<file path="src/design/ftab_pkg.sv">
`timescale 1ns / 1ps
// ----------------------------------------------------------------------------
// ftab_pkg : shared types and constants of the allocation table engine
// Widths, operation and status codes, register indexes and the item structs
// used by the table engine and its entry unit.
// ----------------------------------------------------------------------------
package ftab_pkg;

  // Table store size in bytes and the derived widths
  localparam int TABLE_BYTES = 8192;
  localparam int ADDR_W      = $clog2(TABLE_BYTES);
  localparam int OFF_W       = 14;
  localparam int LIM_W       = ADDR_W + 1;
  localparam int CMP_W       = (OFF_W > LIM_W) ? OFF_W : LIM_W;

  // Field widths
  localparam int FUNC_W    = 2;
  localparam int CL_W      = 12;
  localparam int VAL_W     = 16;
  localparam int CUR_W     = 16;
  localparam int CC_W      = 12;
  localparam int ST_W      = 2;
  localparam int CFG_IDX_W = 1;
  localparam int CFG_W     = 12;

  // Operation codes
  localparam logic [FUNC_W-1:0] FN_READ  = 2'd0;
  localparam logic [FUNC_W-1:0] FN_WRITE = 2'd1;
  localparam logic [FUNC_W-1:0] FN_ALLOC = 2'd2;
  localparam logic [FUNC_W-1:0] FN_FREE  = 2'd3;

  // Status codes
  localparam logic [ST_W-1:0] ST_OK     = 2'd0;
  localparam logic [ST_W-1:0] ST_NOFREE = 2'd1;
  localparam logic [ST_W-1:0] ST_RANGE  = 2'd2;
  localparam logic [ST_W-1:0] ST_LONG   = 2'd3;

  // Register indexes
  localparam logic [CFG_IDX_W-1:0] CFG_FAT_TYPE = 1'b0;
  localparam logic [CFG_IDX_W-1:0] CFG_CLUSTERS = 1'b1;

  // Entry values
  localparam logic [VAL_W-1:0] EOC_MIN16 = 16'hFFF8;
  localparam logic [VAL_W-1:0] EOC_MIN12 = 16'h0FF8;
  localparam logic [VAL_W-1:0] EOC_SET16 = 16'hFFFF;
  localparam logic [VAL_W-1:0] EOC_SET12 = 16'h0FFF;

  typedef struct packed {
    logic [FUNC_W-1:0] func;
    logic [CL_W-1:0]   cluster;
    logic [VAL_W-1:0]  entry_value;
  } in_item_t;

  typedef struct packed {
    logic [VAL_W-1:0] result_value;
    logic             end_of_chain;
    logic [ST_W-1:0]  status;
  } out_item_t;

  // Entry unit answers for the current cluster
  typedef struct packed {
    logic              in_range;
    logic              end_cur;
    logic              end_ent;
    logic [ADDR_W-1:0] addr0;
    logic [ADDR_W-1:0] addr1;
    logic [VAL_W-1:0]  entry;
    logic [7:0]        nb0;
    logic [7:0]        nb1;
  } ftab_ent_t;

endpackage

</file>
<file path="src/design/ftab_entry_unit.sv">
`timescale 1ns / 1ps
// ----------------------------------------------------------------------------
// ftab_entry_unit : entry address, range, extract and merge unit
// For the cluster in hand: byte offsets, range check, end-of-chain compares,
// entry extraction from the two table bytes and the merged bytes to write.
// ----------------------------------------------------------------------------
module ftab_entry_unit import ftab_pkg::*; (
  input  logic             fat16_i,
  input  logic [CC_W-1:0]  cc_i,
  input  logic [CUR_W-1:0] cur_i,
  input  logic [15:0]      word_i,
  input  logic [VAL_W-1:0] wval_i,
  output ftab_ent_t        ent_o
);

  logic [12:0]      c13;
  logic [OFF_W-1:0] off;
  logic [OFF_W-1:0] off1;
  logic [CUR_W-1:0] lim;
  logic [VAL_W-1:0] entry;

  // Byte offset: cluster*2 or cluster + cluster/2
  assign c13  = cur_i[12:0];
  assign off  = fat16_i ? {c13, 1'b0} : ({1'b0, c13} + {2'b00, c13[12:1]});
  assign off1 = off + OFF_W'(1);
  assign lim  = CUR_W'(cc_i) + CUR_W'(1);

  // Extract the entry from the little-endian word
  always_comb begin
    if (fat16_i) begin
      entry = word_i;
    end else if (cur_i[0]) begin
      entry = {4'h0, word_i[15:4]};
    end else begin
      entry = {4'h0, word_i[11:0]};
    end
  end

  // Range, end-of-chain and merged bytes
  always_comb begin
    ent_o.in_range = (cur_i >= CUR_W'(2)) && (cur_i <= lim) &&
                     (CMP_W'(off1) < CMP_W'(TABLE_BYTES));
    ent_o.end_cur  = fat16_i ? (cur_i >= EOC_MIN16) : (cur_i >= EOC_MIN12);
    ent_o.end_ent  = fat16_i ? (entry >= EOC_MIN16) : (entry >= EOC_MIN12);
    ent_o.addr0    = ADDR_W'(off);
    ent_o.addr1    = ADDR_W'(off1);
    ent_o.entry    = entry;
    if (fat16_i) begin
      ent_o.nb0 = wval_i[7:0];
      ent_o.nb1 = wval_i[15:8];
    end else if (cur_i[0]) begin
      ent_o.nb0 = {wval_i[3:0], word_i[3:0]};
      ent_o.nb1 = wval_i[11:4];
    end else begin
      ent_o.nb0 = wval_i[7:0];
      ent_o.nb1 = {word_i[15:12], wval_i[11:8]};
    end
  end

endmodule

</file>
<file path="config.mk">
export PLATFORM = sky130hd
export DESIGN_NAME = ftab_entry_unit
export DESIGN_NICKNAME = d
export VERILOG_FILES = /design/src/design/ftab_pkg.sv /design/src/design/ftab_entry_unit.sv
export SDC_FILE = /design/constraint.sdc
export NUM_CORES = 1
export LEC_CHECK = 0
export BUFFER_PORTS_ARGS = -buffer_cell sky130_fd_sc_hd__buf_4
export CAP_MARGIN = 10
export CORE_ASPECT_RATIO = 0.8
export CORE_MARGIN = 8
export CORE_UTILIZATION = 40
export DETAILED_ROUTE_END_ITERATION = 8
export PLACE_DENSITY = 0.73
export SLEW_MARGIN = 10
export SYNTH_ARGS = -nofsm -noshare
export SYNTH_HDL_FRONTEND = slang
export SYNTH_SLANG_ARGS = --single-unit
</file>
<file path="constraint.sdc">
create_clock -name vclk -period 6.9
set_clock_uncertainty 0.1 [all_clocks]
set_input_delay 0.345 -clock vclk [all_inputs]
set_output_delay 0.345 -clock vclk [all_outputs]
set_load 0.02 [all_outputs]
</file>
==> key figures <==
STA
  • Final Max Tran Viols: 0
  • Final WS setup: about 3.2 ns
  • TNS Setup: 0 ns
  • Tcrit/Tclk final: 0.538
  • Final Hold Vio Count: 0
  • Final setup vio count: 0
  • Unrepaired setup endpoints after global routing: false
  • Max Fclk: approximately 270 MHz
  • Worst slew margin relative to its limit: 0.229
  • Measured slew at the worst slew-check pin: 1.15 ns
  • Crit path time final: about 3.7 ns

Detailed routing
  • Routed len/inst: 16.3 um
  • Iter 0 DRT Violations: between 100 and 150
  • Final antenna-violating net count: 0
  • Vias: between 2000 and 3000
  • Vias per Instance: between 5 and 6
  • Drt pass-1 iters: 4
  • Final WL: ~8.1 mm
  • Post-route DRC: 0

Finish
  • Share of layout cells above drive strength 1: 0.391
  • Design area: approximately 3200 um2
  • Fillers: roughly 500
  • Final net count: about 520
  • Clock buffer count: 0
  • Area Growth Syn to Fin: 41.7%
  • Register area: 0 um2
  • Most common cell after layout, fill and taps aside: buf_4
  • Sequential cells: 0
  • Antenna diodes: 0
  • Most frequent cells in the layout: 122 x buf_4, 39 x ha_1, 33 x nand2_1

Placed design
  • Placed Area: around 3200 um2
  • Place WS: ~3.2 ns
  • RePlAce Congestion: ~0.9
  • Port bufs: about 120
  • Hpwl dp: around 7 mm

Synthesis
  • Syn Nets: just over 400
  • Post-synth top area cell: ha_1
  • Area share of the largest cell type after synthesis: 0.213
  • Synth Area per Inst: ~7.5 um2
  • Netlist cell types: 58
  • Seq/Total Area, Yosys: 0
  • Post-Synthesis Cell Area: 2290 um2
  • Synth warn: 0
  • Synth area leaders: ha_1 21%, mux2_2 12%, nand2_1 5.4%
  • Gate Count Post-Synth: approximately 300

Setup path
  • Critical path type: primary input to output port
  • WP data arrival: around 3.3 ns
  • Launch point of the critical path: cur_i[0]
  • CP required: ~6.5 ns
  • Largest fanout on the critical path: 6
  • Setup crit end kind: output port
  • CP Launch Type: primary input

Flow run
  • Total of max-cap violations: 0

Power
  • Pleak: about 1.6 nW
  • Peak supply drop: 0.0598 mV
  • PD cells: roughly 90 nW/um2

Floorplan
  • I/O pins: about 120
  • FP Rows: 24
  • Initial Utilization: 0.416
  • Die area: roughly 8400 um2
  • Core area: between 5000 and 6000 um2
  • Die width: roughly 100 um
  • Die height: about 84 um

GRT
  • Largest net degree at the start of global routing: slightly above 40
  • Global-route wire length before repair: around 13 mm
  • Number of global-route vias before repair: about 2500
  • Total GRT Usage: 0.178
  • GR Overflow Total: 0
  • Initial antenna violation count: 0

CTS
  • Post-CTS sizing: 0
  • Post-CTS Setup Inserts: 0
  • Hold Buf Count CTS: 0

Worst hold path
  • HP Class: primary input to output port
  • Hold path depth: 4
  • Hold Path Origin: wval_i[13]
  • Hold EP: ent_o[5]

Status
  • Status: completed
final cells by class:
| type | count | area [um2] | area share |
|---|---|---|---|
| Timing Repair Buffer | 122 | 916 | 0.283 |
| Multi-Input combinational cell | 275 | 2150 | 0.662 |
| Inverter | 22 | 82.6 | 0.0255 |
| Tap cell | 78 | 97.6 | 0.0301 |
cells by family after synthesis:
family,after synthesis,share of synthesized area
AOI/OAI and AO/OA,66,0.219
xor gates and xnor gates,21,0.0804
adders and majority gates,40,0.222
buffers and inverters,31,0.0634
muxes,31,0.149
and+or+nand+nor,117,0.266
through the flow:
step	hold slack, ns	instances	total power, W	util
detailed placement	0.904	497	0.000287	0.590
global placement	0.907	497	0.000284	0.590
global route	0.926	497	0.000312	0.590
finish	0.904	497	0.000289	0.590
CTS	0.904	497	0.000289	0.590
floorplan	0.763	306	0.000173	-
power by group:
| group | leakage [nW] | internal (W) | switching, W |
|---|---|---|---|
| clock network | 0 | 0 | 0 |
| logic | 1.58 | 0.000129 | 0.000160 |
| registers | 0 | 0 | 0 |
| total | 1.58 | 0.000129 | 0.000160 |
synthesized netlist by cell type, drive strengths merged (3+ instances only):
cell type,count
nand4,8
xnor2,11
nand2b,4
nor2,19
mux2i,7
ha,39
nor2b,3
a221oi,3
a21oi,11
nor4,4
nand3,13
buf,3
inv,22
and4,4
clkbuf,6
mux2,24
a211oi,6
xor2,10
and3,8
o21ai,17
nor3,7
and2,6
nand2,33
o211ai,6
how the worst max path moves through the flow:
stage	cells past startpoint	endpoint	slack (ns)
after global placement	13	ent_o[44]	3.25
final	13	ent_o[44]	3.19
after floorplan	11	ent_o[44]	3.22
after detailed placement	13	ent_o[44]	3.19
after CTS	13	ent_o[44]	3.18
after global routing	13	ent_o[44]	2.95
routing by layer:
layer / share of wire / GRT usage / up-vias
met5: 0 / 0 / -
met4: 0.0056 / 0.00959 / 0
met3: 0.038 / 0.0142 / 7
met2: 0.48 / 0.305 / 64
met1: 0.47 / 0.243 / 1209
li1: - / - / 1353
critical path: stages:
cell	delay (ns)
buf_4	0.15
ha_1	0.17
inv_1	0.06
fa_1	0.40
nand2b_1	0.20
a21boi_0	0.25
nor4b_1	0.09
a211oi_1	0.45
and3_2	0.33
nand4_1	0.16
nor3b_1	0.33
xor2_1	0.17
buf_4	0.16
No activity file was read; power rests on OpenSTA's default activity.
